[src/rtl/pfp_pkg.sv]
// Package for the pressure frame parser: character codes, status codes,
// field phase codes, widths and small character-class functions.
// Depends on nothing; every other file of the parser uses it.
`timescale 1ns / 1ps
`default_nettype none

package pfp_pkg;

  localparam int MAX_PAYLOAD = 7;
  localparam int CNT_W       = $clog2(MAX_PAYLOAD + 1);
  localparam int BYTE_W      = 8;
  localparam int VAL_W       = 10;
  localparam int STATUS_W    = 2;
  localparam int ACC_W       = 14;

  localparam logic [BYTE_W-1:0] CH_START = 8'h3B;
  localparam logic [BYTE_W-1:0] CH_END   = 8'h3A;
  localparam logic [BYTE_W-1:0] CH_SEP   = 8'h78;
  localparam logic [BYTE_W-1:0] CH_MINUS = 8'h2D;
  localparam logic [BYTE_W-1:0] CH_PLUS  = 8'h2B;
  localparam logic [BYTE_W-1:0] CH_ZERO  = 8'h30;
  localparam logic [BYTE_W-1:0] CH_NINE  = 8'h39;
  localparam logic [BYTE_W-1:0] CH_SPACE = 8'h20;
  localparam logic [BYTE_W-1:0] CH_TAB   = 8'h09;
  localparam logic [BYTE_W-1:0] CH_CR    = 8'h0D;

  localparam logic [VAL_W-1:0] VAL_MAX   = 10'd999;
  localparam logic [VAL_W-1:0] VAL_SAT   = 10'd1000;

  typedef enum logic [STATUS_W-1:0] {
    ST_VALID    = 2'd0,
    ST_BAD      = 2'd1,
    ST_OVERFLOW = 2'd2
  } status_t;

  typedef enum logic [1:0] {
    PH_SKIP   = 2'd0,
    PH_DIGITS = 2'd1,
    PH_DONE   = 2'd2
  } phase_t;

  function automatic logic is_space(input logic [BYTE_W-1:0] c);
    return (c == CH_SPACE) || (c >= CH_TAB && c <= CH_CR);
  endfunction

  function automatic logic is_digit(input logic [BYTE_W-1:0] c);
    return (c >= CH_ZERO) && (c <= CH_NINE);
  endfunction

endpackage

`default_nettype wire

[src/rtl/pfp_byte_if.sv]
// Valid/ready channel that carries one received character per word.
// Depends on pfp_pkg for the byte width.
`timescale 1ns / 1ps
`default_nettype none

interface pfp_byte_if;
  logic                       valid;
  logic                       ready;
  logic [pfp_pkg::BYTE_W-1:0] rx_byte;

  modport source (output valid, output rx_byte, input ready);
  modport sink (input valid, input rx_byte, output ready);
endinterface

`default_nettype wire

[src/rtl/pfp_result_if.sv]
// Valid/ready channel that carries one parsed frame result per word.
// Depends on pfp_pkg for the status and value widths.
`timescale 1ns / 1ps
`default_nettype none

interface pfp_result_if;
  logic                         valid;
  logic                         ready;
  logic [pfp_pkg::STATUS_W-1:0] status;
  logic [pfp_pkg::VAL_W-1:0]    systolic;
  logic [pfp_pkg::VAL_W-1:0]    diastolic;

  modport source (output valid, output status, output systolic, output diastolic,
                  input ready);
  modport sink (input valid, input status, input systolic, input diastolic,
                output ready);
endinterface

`default_nettype wire

[src/rtl/pressure_frame_parser_unit.sv]
// Top level of the pressure frame parser: input word register, parse step
// and result register. Depends on pfp_pkg, pfp_byte_if and pfp_result_if.
//
//   channel | modport | word
//   rx      | sink    | rx_byte, one received character
//   res     | source  | status, systolic, diastolic
//
// A character is registered on acceptance and parsed once the result register
// can take a word; the result of a closing character is registered there.
// One word is accepted per cycle while the result register can drain.
// The input register holds its word only while a result waits unaccepted.
// Synchronous reset leaves the parser outside any frame with nothing pending.
`timescale 1ns / 1ps
`default_nettype none

module pressure_frame_parser_unit (
  input  wire          clk,
  input  wire          rst,
  pfp_byte_if.sink     rx,
  pfp_result_if.source res
);

  logic                       s1_valid;
  logic [pfp_pkg::BYTE_W-1:0] s1_byte;
  logic                       advance;

  logic                       in_frame, in_frame_next;
  logic [pfp_pkg::CNT_W-1:0]  char_count, char_count_next;
  logic                       field_select, field_select_next;
  pfp_pkg::phase_t            field_phase, field_phase_next;
  logic [pfp_pkg::VAL_W-1:0]  high_value, high_value_next;
  logic                       high_negative, high_negative_next;
  logic [pfp_pkg::VAL_W-1:0]  low_value, low_value_next;
  logic                       low_negative, low_negative_next;

  logic                       o_valid;
  pfp_pkg::status_t           o_status;
  logic [pfp_pkg::VAL_W-1:0]  o_systolic;
  logic [pfp_pkg::VAL_W-1:0]  o_diastolic;

  logic                       emit;
  pfp_pkg::status_t           emit_status;
  logic [pfp_pkg::VAL_W-1:0]  emit_systolic;
  logic [pfp_pkg::VAL_W-1:0]  emit_diastolic;

  logic [pfp_pkg::VAL_W-1:0]  cur_val, val_upd;
  logic                       cur_neg, neg_upd;
  pfp_pkg::phase_t            phase_upd;
  logic [pfp_pkg::ACC_W-1:0]  acc;
  logic                       hi_ok, lo_ok;

  assign advance  = s1_valid && (!o_valid || res.ready);
  assign rx.ready = !s1_valid || advance;

  assign res.valid     = o_valid;
  assign res.status    = o_status;
  assign res.systolic  = o_systolic;
  assign res.diastolic = o_diastolic;

  always_comb begin
    cur_val = field_select ? low_value : high_value;
    cur_neg = field_select ? low_negative : high_negative;
    acc = pfp_pkg::ACC_W'(cur_val) * pfp_pkg::ACC_W'(10)
        + pfp_pkg::ACC_W'(s1_byte - pfp_pkg::CH_ZERO);
    val_upd   = cur_val;
    neg_upd   = cur_neg;
    phase_upd = field_phase;
    if (field_phase == pfp_pkg::PH_SKIP && pfp_pkg::is_space(s1_byte)) begin
      phase_upd = pfp_pkg::PH_SKIP;
    end else if (field_phase == pfp_pkg::PH_SKIP &&
                 (s1_byte == pfp_pkg::CH_MINUS || s1_byte == pfp_pkg::CH_PLUS)) begin
      neg_upd   = (s1_byte == pfp_pkg::CH_MINUS);
      phase_upd = pfp_pkg::PH_DIGITS;
    end else if (field_phase != pfp_pkg::PH_DONE) begin
      if (pfp_pkg::is_digit(s1_byte)) begin
        val_upd   = (acc > pfp_pkg::ACC_W'(pfp_pkg::VAL_SAT)) ? pfp_pkg::VAL_SAT
                                                             : acc[pfp_pkg::VAL_W-1:0];
        phase_upd = pfp_pkg::PH_DIGITS;
      end else begin
        phase_upd = pfp_pkg::PH_DONE;
      end
    end
  end

  always_comb begin
    hi_ok = (high_value <= pfp_pkg::VAL_MAX) &&
            !(high_negative && high_value != '0);
    lo_ok = !low_negative && (low_value != '0) && (low_value <= pfp_pkg::VAL_MAX);
  end

  always_comb begin
    in_frame_next      = in_frame;
    char_count_next    = char_count;
    field_select_next  = field_select;
    field_phase_next   = field_phase;
    high_value_next    = high_value;
    high_negative_next = high_negative;
    low_value_next     = low_value;
    low_negative_next  = low_negative;
    emit               = 1'b0;
    emit_status        = pfp_pkg::ST_BAD;
    emit_systolic      = '0;
    emit_diastolic     = '0;
    if (s1_byte == pfp_pkg::CH_START) begin
      in_frame_next      = 1'b1;
      char_count_next    = '0;
      field_select_next  = 1'b0;
      field_phase_next   = pfp_pkg::PH_SKIP;
      high_value_next    = '0;
      high_negative_next = 1'b0;
      low_value_next     = '0;
      low_negative_next  = 1'b0;
    end else if (in_frame) begin
      if (s1_byte == pfp_pkg::CH_END) begin
        in_frame_next = 1'b0;
        emit          = 1'b1;
        if (field_select && hi_ok && lo_ok) begin
          emit_status    = pfp_pkg::ST_VALID;
          emit_systolic  = high_value;
          emit_diastolic = low_value;
        end
      end else if (char_count >= pfp_pkg::CNT_W'(pfp_pkg::MAX_PAYLOAD)) begin
        in_frame_next = 1'b0;
        emit          = 1'b1;
        emit_status   = pfp_pkg::ST_OVERFLOW;
      end else begin
        char_count_next = char_count + 1'b1;
        if (!field_select && s1_byte == pfp_pkg::CH_SEP) begin
          field_select_next = 1'b1;
          field_phase_next  = pfp_pkg::PH_SKIP;
        end else begin
          field_phase_next = phase_upd;
          if (field_select) begin
            low_value_next    = val_upd;
            low_negative_next = neg_upd;
          end else begin
            high_value_next    = val_upd;
            high_negative_next = neg_upd;
          end
        end
      end
    end
  end

  always_ff @(posedge clk) begin
    if (rst) begin
      s1_valid      <= 1'b0;
      o_valid       <= 1'b0;
      in_frame      <= 1'b0;
      char_count    <= '0;
      field_select  <= 1'b0;
      field_phase   <= pfp_pkg::PH_SKIP;
      high_value    <= '0;
      high_negative <= 1'b0;
      low_value     <= '0;
      low_negative  <= 1'b0;
    end else begin
      if (rx.valid && rx.ready) begin
        s1_valid <= 1'b1;
      end else if (advance) begin
        s1_valid <= 1'b0;
      end
      if (advance && emit) begin
        o_valid <= 1'b1;
      end else if (res.ready) begin
        o_valid <= 1'b0;
      end
      if (advance) begin
        in_frame      <= in_frame_next;
        char_count    <= char_count_next;
        field_select  <= field_select_next;
        field_phase   <= field_phase_next;
        high_value    <= high_value_next;
        high_negative <= high_negative_next;
        low_value     <= low_value_next;
        low_negative  <= low_negative_next;
      end
    end
  end

  always_ff @(posedge clk) begin
    if (rx.valid && rx.ready) begin
      s1_byte <= rx.rx_byte;
    end
    if (advance && emit) begin
      o_status    <= emit_status;
      o_systolic  <= emit_systolic;
      o_diastolic <= emit_diastolic;
    end
  end

endmodule

`default_nettype wire
[src/flat_wrapper.sv]
// flat-port wrapper written by rule: the top's interface ports become plain ports
module pressure_frame_parser_unit_flat 
  (clk, rst, rx_valid, rx_rx_byte, rx_ready, res_valid, res_status, res_systolic, res_diastolic, res_ready);
  pfp_byte_if rx_i ();
  pfp_result_if res_i ();
  input  wire clk;
  input  wire rst;
  input wire logic [$bits(rx_i.valid)-1:0] rx_valid;
  input wire logic [$bits(rx_i.rx_byte)-1:0] rx_rx_byte;
  output wire logic [$bits(rx_i.ready)-1:0] rx_ready;
  output wire logic [$bits(res_i.valid)-1:0] res_valid;
  output wire logic [$bits(res_i.status)-1:0] res_status;
  output wire logic [$bits(res_i.systolic)-1:0] res_systolic;
  output wire logic [$bits(res_i.diastolic)-1:0] res_diastolic;
  input wire logic [$bits(res_i.ready)-1:0] res_ready;
  assign rx_i.valid = rx_valid;
  assign rx_i.rx_byte = rx_rx_byte;
  assign rx_ready = rx_i.ready;
  assign res_valid = res_i.valid;
  assign res_status = res_i.status;
  assign res_systolic = res_i.systolic;
  assign res_diastolic = res_i.diastolic;
  assign res_i.ready = res_ready;
  pressure_frame_parser_unit u_core (.clk(clk), .rst(rst), .rx(rx_i), .res(res_i));
endmodule
[config.mk]
export PLATFORM = sky130hd
export DESIGN_NAME = pressure_frame_parser_unit_flat
export DESIGN_NICKNAME = d
export VERILOG_FILES = /design/src/rtl/pfp_pkg.sv /design/src/rtl/pfp_byte_if.sv /design/src/rtl/pfp_result_if.sv /design/src/rtl/pressure_frame_parser_unit.sv /design/src/flat_wrapper.sv
export SDC_FILE = /design/constraint.sdc
export NUM_CORES = 1
export LEC_CHECK = 0
export BUFFER_PORTS_ARGS = -buffer_cell sky130_fd_sc_hd__buf_2
export CORE_UTILIZATION = 60
export CTS_CLUSTER_SIZE = 12
export DETAILED_ROUTE_END_ITERATION = 16
export GPL_ROUTABILITY_DRIVEN = 0
export PLACE_DENSITY = 0.81
export SLEW_MARGIN = 25
export SYNTH_ARGS = -nofsm -noshare
export SYNTH_HDL_FRONTEND = slang
export SYNTH_SLANG_ARGS = --single-unit
export TNS_END_PERCENT = 100
[constraint.sdc]
create_clock -name clk -period 5.7 [get_ports clk]
set_clock_uncertainty 0.15 [all_clocks]
set_input_delay 1.14 -clock clk [delete_from_list [all_inputs] [get_ports clk]]
set_output_delay 1.14 -clock clk [all_outputs]
set_load 0.05 [all_outputs]
==> flow_summary.yaml, run 1 <==
clocking:
  clock_sinks: 61
  post-cts-setup-buffer-count: 0
  post_cts.resized_instances: 0
  clkTransAtPathRegs_ps: 80
  cts_inserted_buffers: 9
  clockRootBuffer: "sky130_fd_sc_hd__clkbuf_8"
  insertion_delay_ps: 360
  post_cts_hold_buffer_count: 0
  clock_tree.buffer_depth: 2
  clock_tree_from_tritoncts: "done"
  h-tree-depth: 3
critical_path:
  timing_worst_setup_path_type: "register to register"
  cp.arrival_ps: 5320
  crit_path_max_fanout: 17
  timing.critical_path.required_ps: 5800
  crit_path_end_kind: "register"
  ff2ff_setup_slack_ps: 480
  setup.worst_path.start_class: "register"
global_route:
  grt_pass1_vias: 3019
  pin_count_of_the_biggest_net_entering_global_routing: 23
  grt_usage_pct: 25.0
  global_route.overflow_total: 0
  wire_length_of_the_first_global_routing_pass_mm: 13.9
  antenna_found_initial: 0
final_layout:
  share_of_post_route_cells_with_drive_strength_above_1_pct: 17.4
  areaGrowthSynthToFinish_pct: 11.3
  filler_cell_count: 488
  mostFrequentLayoutCells: "sky130_fd_sc_hd__nor2_1, sky130_fd_sc_hd__buf_2, sky130_fd_sc_hd__ha_1"
  multi_input_area_um2: 2310
  final_net_count: 486
  stdcell_count: 520
  regArea_um2: 1520
  layout_commonest_cell: "sky130_fd_sc_hd__nor2_1"
  finish.instance_area_um2: 4390
  diodes_inserted: 0
die:
  initial_utilization_pct: 62.1
  die-area_um2: 6900
  die_width_um: 83.1
  die_h_um: 83.1
  core_area_um2: 6350
  boundaryPins: 36
  std_cell_rows: 29
run_status:
  status: "finished clean"
place:
  port-buffer-count: 35
  placedCellCount: 504
  place_hpwl_mm: 6.14
  placed_cell_area_um2: 4170
  post-place-ws_ps: 335
synthesis:
  ys.warnings.count: 0
  synth.lib_cells_used.distinct: 64
  synth_async_sr_flop_share_pct: 0
  synth.top_cells.by_area: "sky130_fd_sc_hd__edfxtp_1, sky130_fd_sc_hd__dfxtp_1, sky130_fd_sc_hd__ha_1"
  syn_area_per_cell_um2: 9.78
  ys.flop_type: "sky130_fd_sc_hd__dfxtp_1"
  synthesis.area_um2: 3940
  syn-num-nets: 451
  yosysTopAreaCell: "sky130_fd_sc_hd__edfxtp_1"
  yosys.area.top_type_share_pct: 22.8
  seq_area_frac_synth_pct: 38.6
  syn_inst: 403
  ys_seq_elements: 61
  synth_edf_count: 30
timing:
  rsz0062_at_grt: "false"
  worst_slew_pin_slew_ps: 900
  minimum_clock_period_after_layout_ps: 5220
  slew_headroom_pct: 40.0
  setup_viol_count_final: 0
  final.period_utilization_pct: 91.6
  drv_slew: 0
  final.setup.worst_slack_ps: 478
  number_of_hold_slack_violations_in_the_final_timing_report: 0
  tns_ps: 0
  fin_hold_ws_ps: 385
  max_freq_ghz: 0.191
route:
  detail_route.iter0.violations: 201
  detail_route.vias_per_cell: 6.18
  postRouteWirelength_mm: 8.31
  drt-wirelength-per-cell_um: 16.0
  firstDrtPassIters: 5
  drtAntennaViolNets: 0
  route.vias.total: 3214
  remaining_drc_errors: 0
pwr:
  powerDensity_nw_per_um2: 219
  cellLeakagePower_nw: 1.80
  worst_ir_drop_vdd_mv: 0.247
job:
  max_cap_viol_count: 0
min_path:
  worstHoldPathType: "register to register"
worst max-delay path: stages (launching register included):
cell and delay (ps):
sky130_fd_sc_hd__dfxtp_2 570, sky130_fd_sc_hd__mux2_2 450, sky130_fd_sc_hd__ha_1 300, sky130_fd_sc_hd__ha_1 200, sky130_fd_sc_hd__inv_1 70, sky130_fd_sc_hd__fa_1 400
sky130_fd_sc_hd__nor2b_1 130, sky130_fd_sc_hd__o21ai_0 130, sky130_fd_sc_hd__a21boi_0 240, sky130_fd_sc_hd__o21ai_0 110, sky130_fd_sc_hd__nand2b_1 120, sky130_fd_sc_hd__xor2_1 220
sky130_fd_sc_hd__ha_1 310, sky130_fd_sc_hd__a221oi_1 350, sky130_fd_sc_hd__a31oi_1 80, sky130_fd_sc_hd__o21ai_1 140, sky130_fd_sc_hd__xor2_1 150, sky130_fd_sc_hd__or2b_4 300
sky130_fd_sc_hd__a211oi_4 290, sky130_fd_sc_hd__a41oi_2 190, sky130_fd_sc_hd__a22o_1 230
metal layers:
metal	global-route usage [%]	wire length (µm)	up-vias
li1	-	-	1562
met1	31.2	3680	1511
met2	40.7	3970	116
met3	5.17	398	25
met4	13.6	259	0
met5	0	0	-
final timing paths:
| kind | start | to | cells after the start |
|---|---|---|---|
| worst min register to register | u_core.field_phase[1] | u_core.field_phase[1] | 2 |
| worst max register to register | u_core.field_select | u_core.low_value[3] | 20 |
| worst max-delay path | u_core.field_select | u_core.low_value[3] | 20 |
| worst min-delay path | u_core.field_phase[1] | u_core.field_phase[1] | 2 |
where the power goes:
part	leakage [nW]	switching (W)	total, W	internal [W]
combinational	1.17	0.0000440	0.0000715	0.0000275
sequential	0.526	0.0000106	0.000473	0.000462
clock	0.104	0.000188	0.000417	0.000230
total	1.80	0.000242	0.000962	0.000719
cell usage after synthesis (all sizes together) (4+ instances only):
master   n
nor2    40
edfxtp  30
nand2   26
nor2b    6
ha      34
xor2     7
a31oi    5
a211oi   4
a21oi   20
a22o    10
nand3   12
inv     17
xnor2   12
dfxtp   31
a21o     7
mux2     8
and2    25
clkbuf   6
nor4     7
o21ai   20
a32oi    6
buf      6
nor3     5
nand2b   5
a22oi    6
mux2i    7
logic make-up (layout without fill, tap and decap cells):
kind of cell	after synthesis	count (layout)	share of synthesized area [%]
simple gates	147	147	20.3
compound gates	96	96	17.5
flops	61	61	38.6
fa+ha+maj	36	36	11.8
buf+inv	29	69	3.01
xor+xnor	19	19	4.70
mux	15	15	4.06
cell type report:
class,count,area share (%)
clock buffer,10,3.39
clock inverter,6,1.54
inverter,17,1.45
multi-input combinational,313,52.6
sequential,61,34.7
tap,77,2.19
timing repair buffer,36,4.16
per-stage QoR:
| stage | utilization, % | total power [W] |
|---|---|---|
| 6_report | 69.1 | 0.000962 |
| 3_5_place_dp | 65.6 | 0.000552 |
| 5_1_grt | 69.1 | 0.000991 |
| 2_1_floorplan | - | 0.000533 |
| 3_3_place_gp | 65.6 | 0.000550 |
| 4_1_cts | 69.0 | 0.000962 |
sequential cells by signal, summed over array words and instances (netlist names), 2 cells and up:
register,flops
u_core.res.diastolic,10
u_core.res.status,2
u_core.high_value,10
u_core.low_value,10
u_core.s1_byte,8
u_core.field_phase,2
u_core.char_count,3
u_core.res.systolic,10
Note: power is estimated with default switching activity, not from simulation.
==> run 2: changes to the inputs <==
Settings changed: PLACE_DENSITY 0.81 to 0.8.
==> run 2 against run 1 <==
Net effect: non-clock buffer count is the same; worst setup slack better by 79 ps; register-to-register slack better by 80 ps; worst hold slack got worse by 5.3 ps; die area is the same; design area rose by 0.14%; highest routed layer unchanged.
==> flow_summary.yaml, run 2 (synthesis gave the netlist of run 1 again) <==
run_status:
  status: "finished clean"
clocking:
  clock_sinks: 61
  clock_tree_from_tritoncts: "done"
  clockRootBuffer: "sky130_fd_sc_hd__clkbuf_8"
  h-tree-depth: 3
  post_cts.resized_instances: 0
  clock_tree.buffer_depth: 2
  insertion_delay_ps: 340
  clkTransAtPathRegs_ps: 70
  cts_inserted_buffers: 9
  post_cts_hold_buffer_count: 0
  post-cts-setup-buffer-count: 0
job:
  max_cap_viol_count: 0
global_route:
  antenna_found_initial: 0
  pin_count_of_the_biggest_net_entering_global_routing: 23
  wire_length_of_the_first_global_routing_pass_mm: 13.8
  grt_usage_pct: 25.1
  grt_pass1_vias: 2970
  grt.met3_usage_pct: 5.07
  grtUsageMet2_pct: 40.8
  globalRoute.busiestLayer: "met2"
  global_route.overflow_total: 0
  grtUsageMet1_pct: 32.2
critical_path:
  ff2ff_setup_slack_ps: 560
  timing_worst_setup_path_type: "register to register"
  timing.critical_path.required_ps: 5810
  crit_path_max_fanout: 17
  crit_path_end_kind: "register"
  setup.worst_path.start_class: "register"
  cp.arrival_ps: 5250
timing:
  max_freq_ghz: 0.194
  setup_viol_count_final: 0
  final.setup.worst_slack_ps: 557
  worst_slew_pin_slew_ps: 879
  rsz0062_at_grt: "false"
  fin_hold_ws_ps: 380
  number_of_hold_slack_violations_in_the_final_timing_report: 0
  final.period_utilization_pct: 90.2
  minimum_clock_period_after_layout_ps: 5140
  drv_slew: 0
  tns_ps: 0
  slew_headroom_pct: 41.4
final_layout:
  share_of_post_route_cells_with_drive_strength_above_1_pct: 17.4
  mostFrequentLayoutCells: "sky130_fd_sc_hd__nor2_1, sky130_fd_sc_hd__buf_2, sky130_fd_sc_hd__ha_1"
  final_net_count: 486
  layout_commonest_cell: "sky130_fd_sc_hd__nor2_1"
  filler_cell_count: 494
  diodes_inserted: 0
  areaGrowthSynthToFinish_pct: 11.5
route:
  detail_route.vias_per_cell: 6.12
  drtAntennaViolNets: 0
  drt-wirelength-per-cell_um: 15.6
  remaining_drc_errors: 0
  detail_route.iter0.violations: 214
  route.vias.total: 3183
  firstDrtPassIters: 4
  postRouteWirelength_mm: 8.09
die:
  die-area_um2: 6900
  boundaryPins: 36
  die_width_um: 83.1
  std_cell_rows: 29
  core_area_um2: 6350
  initial_utilization_pct: 62.1
  die_h_um: 83.1
pwr:
  power_total_w: 0.000979
  cellLeakagePower_nw: 1.81
  worst_ir_drop_vdd_mv: 0.194
  powerDensity_nw_per_um2: 223
place:
  port-buffer-count: 35
  post-place-ws_ps: 418
  place_hpwl_mm: 6.01
min_path:
  worstHoldPathType: "register to register"
run 2: power breakdown:
group	switching, W	internal [W]	leakage, nW	total [W]
Clock	0.000178	0.000257	0.117	0.000435
Sequential	0.0000106	0.000462	0.526	0.000473
Combinational	0.0000433	0.0000273	1.17	0.0000706
run 2: final timing paths:
kind	start	endpoint	cells after the start
worst max-delay path	u_core.field_select	u_core.high_value[1]	20
worst min-delay path	u_core.field_phase[1]	u_core.field_phase[1]	2
worst max register to register	u_core.field_select	u_core.high_value[1]	20
worst min register to register	u_core.field_phase[1]	u_core.field_phase[1]	2
run 2: final cells by class:
| type | instances | area (µm²) | area share (%) |
|---|---|---|---|
| Clock buffer | 10 | 138 | 3.13 |
| Clock inverter | 6 | 85.1 | 1.94 |
| Inverter | 17 | 63.8 | 1.45 |
| Multi-Input combinational cell | 313 | 2310 | 52.5 |
| Sequential cell | 61 | 1520 | 34.6 |
| Tap cell | 77 | 96.3 | 2.19 |
| Timing Repair Buffer | 36 | 183 | 4.16 |
run 2: critical path, cell delays in order, from the launching register on:
cell and delay (ps):
sky130_fd_sc_hd__dfxtp_2 570, sky130_fd_sc_hd__mux2_2 440, sky130_fd_sc_hd__ha_1 300, sky130_fd_sc_hd__ha_1 200, sky130_fd_sc_hd__inv_1 70, sky130_fd_sc_hd__fa_1 400, sky130_fd_sc_hd__nor2b_1 110, sky130_fd_sc_hd__o21ai_0 110
sky130_fd_sc_hd__a21boi_0 240, sky130_fd_sc_hd__o21ai_0 110, sky130_fd_sc_hd__nand2b_1 110, sky130_fd_sc_hd__xor2_1 200, sky130_fd_sc_hd__ha_1 310, sky130_fd_sc_hd__a221oi_1 300, sky130_fd_sc_hd__a31oi_1 70, sky130_fd_sc_hd__o21ai_1 130
sky130_fd_sc_hd__xor2_1 160, sky130_fd_sc_hd__or2b_4 300, sky130_fd_sc_hd__a211oi_4 290, sky130_fd_sc_hd__nand3_2 230, sky130_fd_sc_hd__o21ai_0 250
run 2: per-stage QoR:
step           utilization, %  cell area [µm²]  std cells
2_1_floorplan               -             3940        403
3_3_place_gp             65.6             4170        504
3_5_place_dp             65.6             4170        504
4_1_cts                  69.1             4390        520
5_1_grt                  69.2             4400        520
6_report                 69.2             4400        520
run 2: per-layer routing:
metal	wire [µm]	part of all wire [%]
met1	3650	45
met2	3820	47
met3	438	5.4
met4	181	2.2
met5	0	0
